**src/hw/rtl/bsbh_pkg.sv**
```systemverilog
// Package for the byte string bucket hash block.
// Holds the shared types and constants; no dependencies.
`default_nettype none

package bsbh_pkg;

    localparam int unsigned QUEUE_DEPTH_DEF = 2;
    localparam int unsigned DIV_STEPS       = 32;
    localparam int unsigned DIV_CNT_W       = $clog2(DIV_STEPS);
    localparam logic [31:0] BUCKET_RESET    = 32'd256;

    typedef enum logic [1:0] {
        OP_LOAD,
        OP_ADD,
        OP_MUL
    } bsbh_op_t;

    typedef enum logic [1:0] {
        ST_RUN,
        ST_FIN,
        ST_DIV,
        ST_DONE
    } bsbh_state_t;

    typedef struct packed {
        bsbh_op_t    op;
        logic [31:0] term;
        logic [15:0] len;
        logic        last;
    } bsbh_item_t;

endpackage

`default_nettype wire

```
**src/hw/rtl/bsbh_front.sv**
```systemverilog
// Front end: accepts key bytes, tracks the byte position and forms each byte's term.
// Depends on bsbh_pkg.
`default_nettype none

module bsbh_front
    import bsbh_pkg::*;
(
    input  wire logic        clk,
    input  wire logic        rst_n,
    input  wire logic        push,
    input  wire logic [7:0]  key_byte,
    input  wire logic [15:0] key_length,
    input  wire logic        q_full,
    output logic             q_push,
    output bsbh_item_t       q_item
);

    logic [15:0] pos_reg;
    logic [15:0] pos_next;
    logic [16:0] pos_plus;
    logic        last;
    logic [23:0] prod_len;
    logic [23:0] prod_pos;
    logic [24:0] mul_term;

    assign q_push   = push && !q_full;
    assign pos_plus = {1'b0, pos_reg} + 17'd1;
    assign last     = !(pos_plus < {1'b0, key_length});
    assign prod_len = {16'd0, key_byte} * {8'd0, key_length};
    assign prod_pos = {16'd0, key_byte} * {8'd0, pos_reg};
    assign mul_term = {1'b0, prod_pos} + {9'd0, key_length} + {9'd0, pos_reg};

    always_comb
    begin
        q_item.len  = key_length;
        q_item.last = last;
        if (pos_reg == 16'd0)
        begin
            q_item.op   = OP_LOAD;
            q_item.term = {24'd0, key_byte};
        end
        else if (pos_reg == 16'd1)
        begin
            q_item.op   = OP_ADD;
            q_item.term = {8'd0, prod_len};
        end
        else
        begin
            q_item.op   = OP_MUL;
            q_item.term = {7'd0, mul_term};
        end
    end

    always_comb
    begin
        pos_next = pos_reg;
        if (q_push)
        begin
            pos_next = last ? 16'd0 : pos_plus[15:0];
        end
    end

    always_ff @(posedge clk or negedge rst_n)
    begin
        if (!rst_n)
        begin
            pos_reg <= '0;
        end
        else
        begin
            pos_reg <= pos_next;
        end
    end

endmodule

`default_nettype wire

```
**src/hw/rtl/bsbh_queue.sv**
```systemverilog
// Short queue of classified words between the front end and the back end.
// Depends on bsbh_pkg.
`default_nettype none

module bsbh_queue
    import bsbh_pkg::*;
#(
    parameter int unsigned DEPTH = QUEUE_DEPTH_DEF
)
(
    input  wire logic        clk,
    input  wire logic        rst_n,
    input  wire logic        wr_en,
    input  wire bsbh_item_t  wr_item,
    output logic             full,
    input  wire logic        rd_en,
    output logic             rd_valid,
    output bsbh_item_t       rd_item
);

    localparam int unsigned PTR_W = (DEPTH > 1) ? $clog2(DEPTH) : 1;
    localparam int unsigned CNT_W = $clog2(DEPTH + 1);
    localparam logic [PTR_W-1:0] PTR_LAST = PTR_W'(DEPTH - 1);
    localparam logic [CNT_W-1:0] CNT_FULL = CNT_W'(DEPTH);

    bsbh_item_t       mem_reg [DEPTH];
    logic [PTR_W-1:0] wr_ptr_reg;
    logic [PTR_W-1:0] wr_ptr_next;
    logic [PTR_W-1:0] rd_ptr_reg;
    logic [PTR_W-1:0] rd_ptr_next;
    logic [CNT_W-1:0] cnt_reg;
    logic [CNT_W-1:0] cnt_next;
    logic             do_wr;
    logic             do_rd;

    assign full     = (cnt_reg == CNT_FULL);
    assign rd_valid = (cnt_reg != '0);
    assign rd_item  = mem_reg[rd_ptr_reg];
    assign do_wr    = wr_en && !full;
    assign do_rd    = rd_en && rd_valid;

    always_comb
    begin
        wr_ptr_next = wr_ptr_reg;
        rd_ptr_next = rd_ptr_reg;
        cnt_next    = cnt_reg;
        if (do_wr)
        begin
            wr_ptr_next = (wr_ptr_reg == PTR_LAST) ? '0 : wr_ptr_reg + PTR_W'(1);
        end
        if (do_rd)
        begin
            rd_ptr_next = (rd_ptr_reg == PTR_LAST) ? '0 : rd_ptr_reg + PTR_W'(1);
        end
        if (do_wr && !do_rd)
        begin
            cnt_next = cnt_reg + CNT_W'(1);
        end
        else if (do_rd && !do_wr)
        begin
            cnt_next = cnt_reg - CNT_W'(1);
        end
    end

    always_ff @(posedge clk)
    begin
        if (do_wr)
        begin
            mem_reg[wr_ptr_reg] <= wr_item;
        end
    end

    always_ff @(posedge clk or negedge rst_n)
    begin
        if (!rst_n)
        begin
            wr_ptr_reg <= '0;
            rd_ptr_reg <= '0;
            cnt_reg    <= '0;
        end
        else
        begin
            wr_ptr_reg <= wr_ptr_next;
            rd_ptr_reg <= rd_ptr_next;
            cnt_reg    <= cnt_next;
        end
    end

endmodule

`default_nettype wire

```
**src/hw/rtl/bsbh_back.sv**
```systemverilog
// Back end: accumulator update, final multiply, bit-serial modulo and result register.
// Depends on bsbh_pkg.
`default_nettype none

module bsbh_back
    import bsbh_pkg::*;
(
    input  wire logic        clk,
    input  wire logic        rst_n,
    input  wire logic [31:0] bucket_count,
    input  wire logic        q_valid,
    input  wire bsbh_item_t  q_item,
    output logic             q_pop,
    output logic             empty,
    input  wire logic        pop,
    output logic [31:0]      bucket_index
);

    localparam logic [DIV_CNT_W-1:0] CNT_LAST = DIV_CNT_W'(DIV_STEPS - 1);

    bsbh_state_t          state_reg;
    bsbh_state_t          state_next;
    logic [31:0]          acc_reg;
    logic [31:0]          acc_next;
    logic [15:0]          len_reg;
    logic [15:0]          len_next;
    logic [31:0]          dvd_reg;
    logic [31:0]          dvd_next;
    logic [31:0]          rem_reg;
    logic [31:0]          rem_next;
    logic [DIV_CNT_W-1:0] cnt_reg;
    logic [DIV_CNT_W-1:0] cnt_next;
    logic                 out_valid_reg;
    logic                 out_valid_next;
    logic [31:0]          out_reg;
    logic [31:0]          out_next;
    logic [31:0]          acc_calc;
    logic [31:0]          fin_prod;
    logic [32:0]          shifted;
    logic [32:0]          divisor;
    logic                 out_free;
    logic                 out_load;

    assign empty        = !out_valid_reg;
    assign bucket_index = out_reg;
    assign out_free     = !out_valid_reg || pop;
    assign fin_prod     = 32'(acc_reg * {16'd0, len_reg});
    assign shifted      = {rem_reg, dvd_reg[31]};
    assign divisor      = {1'b0, bucket_count};

    always_comb
    begin
        case (q_item.op)
            OP_LOAD: acc_calc = q_item.term;
            OP_ADD:  acc_calc = acc_reg + q_item.term;
            OP_MUL:  acc_calc = 32'(acc_reg * q_item.term);
            default: acc_calc = acc_reg;
        endcase
    end

    always_comb
    begin
        state_next = state_reg;
        case (state_reg)
            ST_RUN:
            begin
                if (q_valid && q_item.last)
                begin
                    state_next = ST_FIN;
                end
            end
            ST_FIN:
            begin
                state_next = (bucket_count == '0) ? ST_DONE : ST_DIV;
            end
            ST_DIV:
            begin
                if (cnt_reg == CNT_LAST)
                begin
                    state_next = ST_DONE;
                end
            end
            ST_DONE:
            begin
                if (out_free)
                begin
                    state_next = ST_RUN;
                end
            end
            default: state_next = ST_RUN;
        endcase
    end

    always_comb
    begin
        q_pop    = 1'b0;
        out_load = 1'b0;
        acc_next = acc_reg;
        len_next = len_reg;
        dvd_next = dvd_reg;
        rem_next = rem_reg;
        cnt_next = cnt_reg;
        case (state_reg)
            ST_RUN:
            begin
                q_pop = q_valid;
                if (q_valid)
                begin
                    acc_next = acc_calc;
                    len_next = q_item.len;
                end
            end
            ST_FIN:
            begin
                cnt_next = '0;
                dvd_next = fin_prod;
                rem_next = (bucket_count == '0) ? fin_prod : '0;
            end
            ST_DIV:
            begin
                cnt_next = cnt_reg + DIV_CNT_W'(1);
                dvd_next = {dvd_reg[30:0], 1'b0};
                rem_next = (shifted >= divisor) ? 32'(shifted - divisor) : shifted[31:0];
            end
            ST_DONE:
            begin
                out_load = out_free;
            end
            default:
            begin
                q_pop = 1'b0;
            end
        endcase
    end

    always_comb
    begin
        out_next       = out_reg;
        out_valid_next = out_valid_reg && !pop;
        if (out_load)
        begin
            out_next       = rem_reg;
            out_valid_next = 1'b1;
        end
    end

    always_ff @(posedge clk)
    begin
        acc_reg <= acc_next;
        len_reg <= len_next;
        dvd_reg <= dvd_next;
        rem_reg <= rem_next;
        out_reg <= out_next;
    end

    always_ff @(posedge clk or negedge rst_n)
    begin
        if (!rst_n)
        begin
            state_reg     <= ST_RUN;
            cnt_reg       <= '0;
            out_valid_reg <= 1'b0;
        end
        else
        begin
            state_reg     <= state_next;
            cnt_reg       <= cnt_next;
            out_valid_reg <= out_valid_next;
        end
    end

    // The final multiply leads either into the division or straight to the result.
    a_fin_exit: assert property (@(posedge clk) disable iff (!rst_n)
        state_reg == ST_FIN |=> (state_reg == ST_DIV || state_reg == ST_DONE))
        else $error("final multiply did not move on");

    // The division moves on to the result after its last step.
    a_div_len: assert property (@(posedge clk) disable iff (!rst_n)
        (state_reg == ST_DIV && cnt_reg == CNT_LAST) |=> state_reg == ST_DONE)
        else $error("division did not finish after its last step");

    // The partial remainder always stays below the bucket count.
    a_rem_range: assert property (@(posedge clk) disable iff (!rst_n)
        state_reg == ST_DIV |-> rem_reg < bucket_count)
        else $error("partial remainder out of range");

    // A finished result waits without change while the output word is still held.
    a_done_hold: assert property (@(posedge clk) disable iff (!rst_n)
        (state_reg == ST_DONE && out_valid_reg && !pop)
        |=> (state_reg == ST_DONE && $stable(rem_reg)))
        else $error("result lost while output was stalled");

endmodule

`default_nettype wire

```
**src/hw/rtl/byte_string_bucket_hash.sv**
```systemverilog
// Top level of the byte string bucket hash block.
// Depends on bsbh_pkg, bsbh_front, bsbh_queue and bsbh_back.
//
// A key enters one byte per word, each word carrying the key's total length; the word
// that completes the key yields one bucket index. The front end takes a byte every cycle
// into a short queue while it is not full, and the back end retires one byte per cycle,
// when not finishing a key, through a single 32-bit multiplier in its accumulator loop.
// The last byte of a key takes an accumulator update, a final multiply by the length,
// 32 bit-serial remainder steps and a load of the result register. bucket_count may
// be written only while the block is idle; zero gives the unreduced product.
`default_nettype none

module byte_string_bucket_hash
    import bsbh_pkg::*;
#(
    parameter int unsigned QUEUE_DEPTH = QUEUE_DEPTH_DEF
)
(
    input  wire logic        clk,
    input  wire logic        rst_n,
    input  wire logic        cfg_we,
    input  wire logic [31:0] cfg_wdata,
    input  wire logic        push,
    output logic             full,
    input  wire logic [7:0]  key_byte,
    input  wire logic [15:0] key_length,
    output logic             empty,
    input  wire logic        pop,
    output logic [31:0]      bucket_index
);

    logic [31:0] bucket_count_reg;
    logic [31:0] bucket_count_next;
    logic        q_full;
    logic        q_push;
    logic        q_valid;
    logic        q_pop;
    bsbh_item_t  wr_item;
    bsbh_item_t  rd_item;

    assign full              = q_full;
    assign bucket_count_next = cfg_we ? cfg_wdata : bucket_count_reg;

    always_ff @(posedge clk or negedge rst_n)
    begin
        if (!rst_n)
        begin
            bucket_count_reg <= BUCKET_RESET;
        end
        else
        begin
            bucket_count_reg <= bucket_count_next;
        end
    end

    bsbh_front u_front (
        .clk        (clk),
        .rst_n      (rst_n),
        .push       (push),
        .key_byte   (key_byte),
        .key_length (key_length),
        .q_full     (q_full),
        .q_push     (q_push),
        .q_item     (wr_item)
    );

    bsbh_queue #(
        .DEPTH (QUEUE_DEPTH)
    ) u_queue (
        .clk      (clk),
        .rst_n    (rst_n),
        .wr_en    (q_push),
        .wr_item  (wr_item),
        .full     (q_full),
        .rd_en    (q_pop),
        .rd_valid (q_valid),
        .rd_item  (rd_item)
    );

    bsbh_back u_back (
        .clk          (clk),
        .rst_n        (rst_n),
        .bucket_count (bucket_count_reg),
        .q_valid      (q_valid),
        .q_item       (rd_item),
        .q_pop        (q_pop),
        .empty        (empty),
        .pop          (pop),
        .bucket_index (bucket_index)
    );

endmodule

`default_nettype wire

```
**config.mk**
```make
export PLATFORM = sky130hd
export DESIGN_NAME = byte_string_bucket_hash
export DESIGN_NICKNAME = d
export VERILOG_FILES = /design/src/hw/rtl/bsbh_pkg.sv /design/src/hw/rtl/bsbh_front.sv /design/src/hw/rtl/bsbh_queue.sv /design/src/hw/rtl/bsbh_back.sv /design/src/hw/rtl/byte_string_bucket_hash.sv
export SDC_FILE = /design/constraint.sdc
export NUM_CORES = 2
export LEC_CHECK = 0
export BUFFER_PORTS_ARGS = -buffer_cell sky130_fd_sc_hd__clkbuf_2
export CAP_MARGIN = 5
export CORE_UTILIZATION = 35
export CTS_CLUSTER_DIAMETER = 200
export DETAILED_ROUTE_END_ITERATION = 8
export REMOVE_ABC_BUFFERS = 1
export SYNTH_ARGS = -nofsm -noshare
export SYNTH_HDL_FRONTEND = slang
export SYNTH_SLANG_ARGS = --single-unit
```
**constraint.sdc**
```tcl
create_clock -name clk -period 8.6 [get_ports clk]
set_clock_uncertainty 0.1 [all_clocks]
set_input_delay 1.72 -clock clk [delete_from_list [all_inputs] [get_ports clk]]
set_output_delay 1.72 -clock clk [all_outputs]
set_load 0.005 [all_outputs]
```
==> load_flow_metrics.sql <==
INSERT INTO impl_metrics (metric_group, metric, value, unit) VALUES
('placed_design', 'gpl.final_weighted_congestion', '0.897', ''),
('synth', 'yosys-top-cells-count', 'sky130_fd_sc_hd__inv_1, sky130_fd_sc_hd__fa_1, sky130_fd_sc_hd__nand2_1', ''),
('floorplan', 'fp-row-count', '138', ''),
('layout', 'finish.utilization', '37.9', '%'),
('layout', 'diodes', '0', ''),
('detailed_routing', 'vias_per_cell', '5.04', ''),
('global_routing', 'maximum_number_of_pins_on_one_net_before_global_route_repair', '81', ''),
('synth', 'synth_edf_count', '232', ''),
('worst_setup_path', 'cp_common_cell', 'sky130_fd_sc_hd__fa_1', ''),
('floorplan', 'die_width', '381', 'µm'),
('detailed_routing', 'remaining_drcs', '0', ''),
('synth', 'portion_of_synthesized_cell_area_occupied_by_the_leading_cell_type', '35.7', '%'),
('synth', 'post_synth_fa_ha_maj_area_fraction', '45.2', '%'),
('timing', 'setup_total_negative_slack', '0', 'ns'),
('placed_design', 'placed_cells_incl_taps', '7110', ''),
('detailed_routing', 'wl_per_cell', '18.6', 'µm'),
('global_routing', 'first_global_vias', '39700', ''),
('synth', 'asyncSetResetFlopFracSynth', '20.5', '%'),
('layout', 'regArea', '8470', 'µm²'),
('worst_hold_path', 'worstHoldPathType', 'register to register', ''),
('synth', 'number_of_instances_in_the_synthesized_netlist', '5317', ''),
('timing', 'rsz0062_at_grt', 'false', ''),
('worst_setup_path', 'timing.critical_path.arrival', '8.22', 'ns'),
('worst_setup_path', 'critical_path.max_fanout', '23', ''),
('synth', 'count_leader_synth', 'sky130_fd_sc_hd__inv_1', ''),
('clocking', 'clk-insertion-delay-late', '0.56', 'ns'),
('global_routing', 'grt_overflow', '0', ''),
('layout', 'multi_input_area', '37200', 'µm²'),
('worst_setup_path', 'start_kind', 'register', ''),
('synth', 'synth.top_cells.by_area', 'sky130_fd_sc_hd__fa_1, sky130_fd_sc_hd__edfxtp_1, sky130_fd_sc_hd__ha_1', ''),
('layout', 'post_route_cells_drive_above_1_share', '5.83', '%'),
('clocking', 'post_cts.resized_instances', '0', ''),
('synth', 'synth_simple_gate_area_share', '15.5', '%'),
('synth', 'synth-seq-cells', '292', ''),
('worst_setup_path', 'critical_path.endpoint_type', 'register', ''),
('timing', 'report.final.slew_viol_count', '0', ''),
('clocking', 'clkSlewWorstSetupHoldPaths', '0.06', 'ns'),
('global_routing', 'grt_first_pass_wirelength', '218000', 'µm'),
('synth', 'yosysWarnings', '0', ''),
('floorplan', 'floorplan.initialDensity', '35.4', '%'),
('layout', 'final_cells', '7172', ''),
('clocking', 'clock_tree_from_tritoncts', 'yes', ''),
('run', 'cap_viol_max_count', '0', ''),
('synth', 'synthDominantAreaCellType', 'sky130_fd_sc_hd__fa_1', ''),
('synth', 'combinational_family_with_the_most_area_after_synthesis', 'adder cells', ''),
('floorplan', 'dieHeight', '381', 'µm'),
('clocking', 'cts_hold_repair.buffers', '0', ''),
('global_routing', 'grt_util_all_layers', '18.9', '%'),
('timing', 'finalSetupViolCount', '0', ''),
('synth', 'synth-xor-area-share', '4.08', '%'),
('detailed_routing', 'first_iter_violations', '1999', ''),
('timing', 'finalWorstPathRequiredPeriod', '8.03', 'ns'),
('synth', 'yosys-mux-area-fraction', '1.46', '%'),
('run_status', 'outcome', 'finished clean', ''),
('synth', 'syn-mean-instance-area', '9.44', 'µm²'),
('timing', 'final_count_of_hold_timing_violations', '0', ''),
('detailed_routing', 'vias', '36200', ''),
('placed_design', 'port-buffer-count', '94', ''),
('layout', 'syn_to_final_growth', '7.21', '%'),
('placed_design', 'place_hpwl', '104000', 'µm'),
('floorplan', 'dieArea', '145000', 'µm²'),
('clocking', 'cts_inserted_buffers', '35', ''),
('worst_setup_path', 'worst_ep_required_time', '8.79', 'ns'),
('synth', 'netlist-cell-type-count', '77', ''),
('clocking', 'cts_buffer_depth', '3', ''),
('detailed_routing', 'drt-pass1-iter-count', '6', ''),
('floorplan', 'io_pins', '95', ''),
('worst_setup_path', 'cp_slowest_stage_delay', '0.60', 'ns'),
('synth', 'synth-compound-area-share', '7.77', '%'),
('synth', 'ys_seq_area_share', '16.9', '%'),
('layout', 'design.final.nets', '6594', '');
==> per-stage QoR <==
stage / setup slack [ns] / cell area, µm² / hold WS [ns]
detailed placement: 0.609 / 52600 / 0.384
global route: 0.172 / 53800 / 0.416
CTS: 0.579 / 53800 / 0.401
global placement: 0.715 / 52600 / 0.383
finish: 0.566 / 53800 / 0.398
floorplan: 0.569 / 49100 / 0.341
==> metal layers <==
metal	wire length [µm]	share of wire, %	track usage [%]
met5	0	0	0
met4	2750	2.1	4.02
met3	6200	4.7	1.87
met2	65300	49	33.1
met1	58800	44	25.1
==> critical path, delay by kind of cell, from the launching register on <==
family	cells	cell delay (ns)
compound gates	8	1.36
fa+ha+maj	10	4.41
mux	1	0.60
buf+inv	5	0.63
flops	1	0.45
xor+xnor	1	0.13
simple gates	1	0.06
==> final timing paths <==
check                                                   end  slack, ns  cells past startpoint                            from
setup / recovery               u_back.acc_reg[31]$_DFFE_PP_       0.57                     26  u_queue.rd_ptr_reg$_DFFE_PN0P_
max in group asynchronous    u_queue.rd_ptr_reg$_DFFE_PN0P_       6.51                      1                           rst_n
min in group asynchronous     u_back.cnt_reg[1]$_DFFE_PN0P_       1.20                      1                           rst_n
hold / removal             u_back.bucket_index[1]$_DFFE_PP_       0.40                      0     u_back.rem_reg[1]$_DFFE_PP_
setup reg to reg               u_back.acc_reg[31]$_DFFE_PP_       0.57                     26  u_queue.rd_ptr_reg$_DFFE_PN0P_
hold reg to reg            u_back.bucket_index[1]$_DFFE_PP_       0.40                      0     u_back.rem_reg[1]$_DFFE_PP_
==> cell type report <==
type,instances,share of cell area [%]
Tap cell,1890,4.40
Timing Repair Buffer,176,2.05
Multi-Input combinational cell,3813,69.1
Clock buffer,42,1.71
Inverter,939,6.55
Sequential cell,292,15.7
Clock inverter,20,0.479
==> logic make-up after synthesis <==
family / after synthesis
fa+ha+maj: 1276
compound gates: 614
flops: 292
xor+xnor: 234
buf+inv: 1212
simple gates: 1622
mux: 67
==> layout by cell type, fill, tap and decap left out, types with 11 or more instances in the layout <==
cell,count
sky130_fd_sc_hd__xnor2_1,164
sky130_fd_sc_hd__a22oi_1,11
sky130_fd_sc_hd__nor3_1,27
sky130_fd_sc_hd__nor2b_1,25
sky130_fd_sc_hd__o21bai_1,20
sky130_fd_sc_hd__xor2_1,70
sky130_fd_sc_hd__a21o_1,58
sky130_fd_sc_hd__o211ai_1,17
sky130_fd_sc_hd__a21oi_1,130
sky130_fd_sc_hd__ha_1,379
sky130_fd_sc_hd__a31oi_1,22
sky130_fd_sc_hd__nor2_1,116
sky130_fd_sc_hd__o21ai_0,173
sky130_fd_sc_hd__clkbuf_2,93
sky130_fd_sc_hd__nand2b_1,19
sky130_fd_sc_hd__fa_1,895
sky130_fd_sc_hd__dfrtp_1,58
sky130_fd_sc_hd__nand3_1,38
sky130_fd_sc_hd__buf_4,82
sky130_fd_sc_hd__clkbuf_16,35
sky130_fd_sc_hd__edfxtp_1,232
sky130_fd_sc_hd__and3_1,17
sky130_fd_sc_hd__nand4_1,14
sky130_fd_sc_hd__inv_1,939
sky130_fd_sc_hd__nor4_1,11
sky130_fd_sc_hd__and2_1,501
sky130_fd_sc_hd__o21a_1,34
sky130_fd_sc_hd__o22ai_1,35
sky130_fd_sc_hd__mux2_2,48
sky130_fd_sc_hd__a211oi_1,22
sky130_fd_sc_hd__nand2_1,817
sky130_fd_sc_hd__mux2i_1,19
sky130_fd_sc_hd__a221oi_1,11
Power is not shown: default switching activity piles up to over one toggle a cycle in this logic, so the estimate is an artifact.
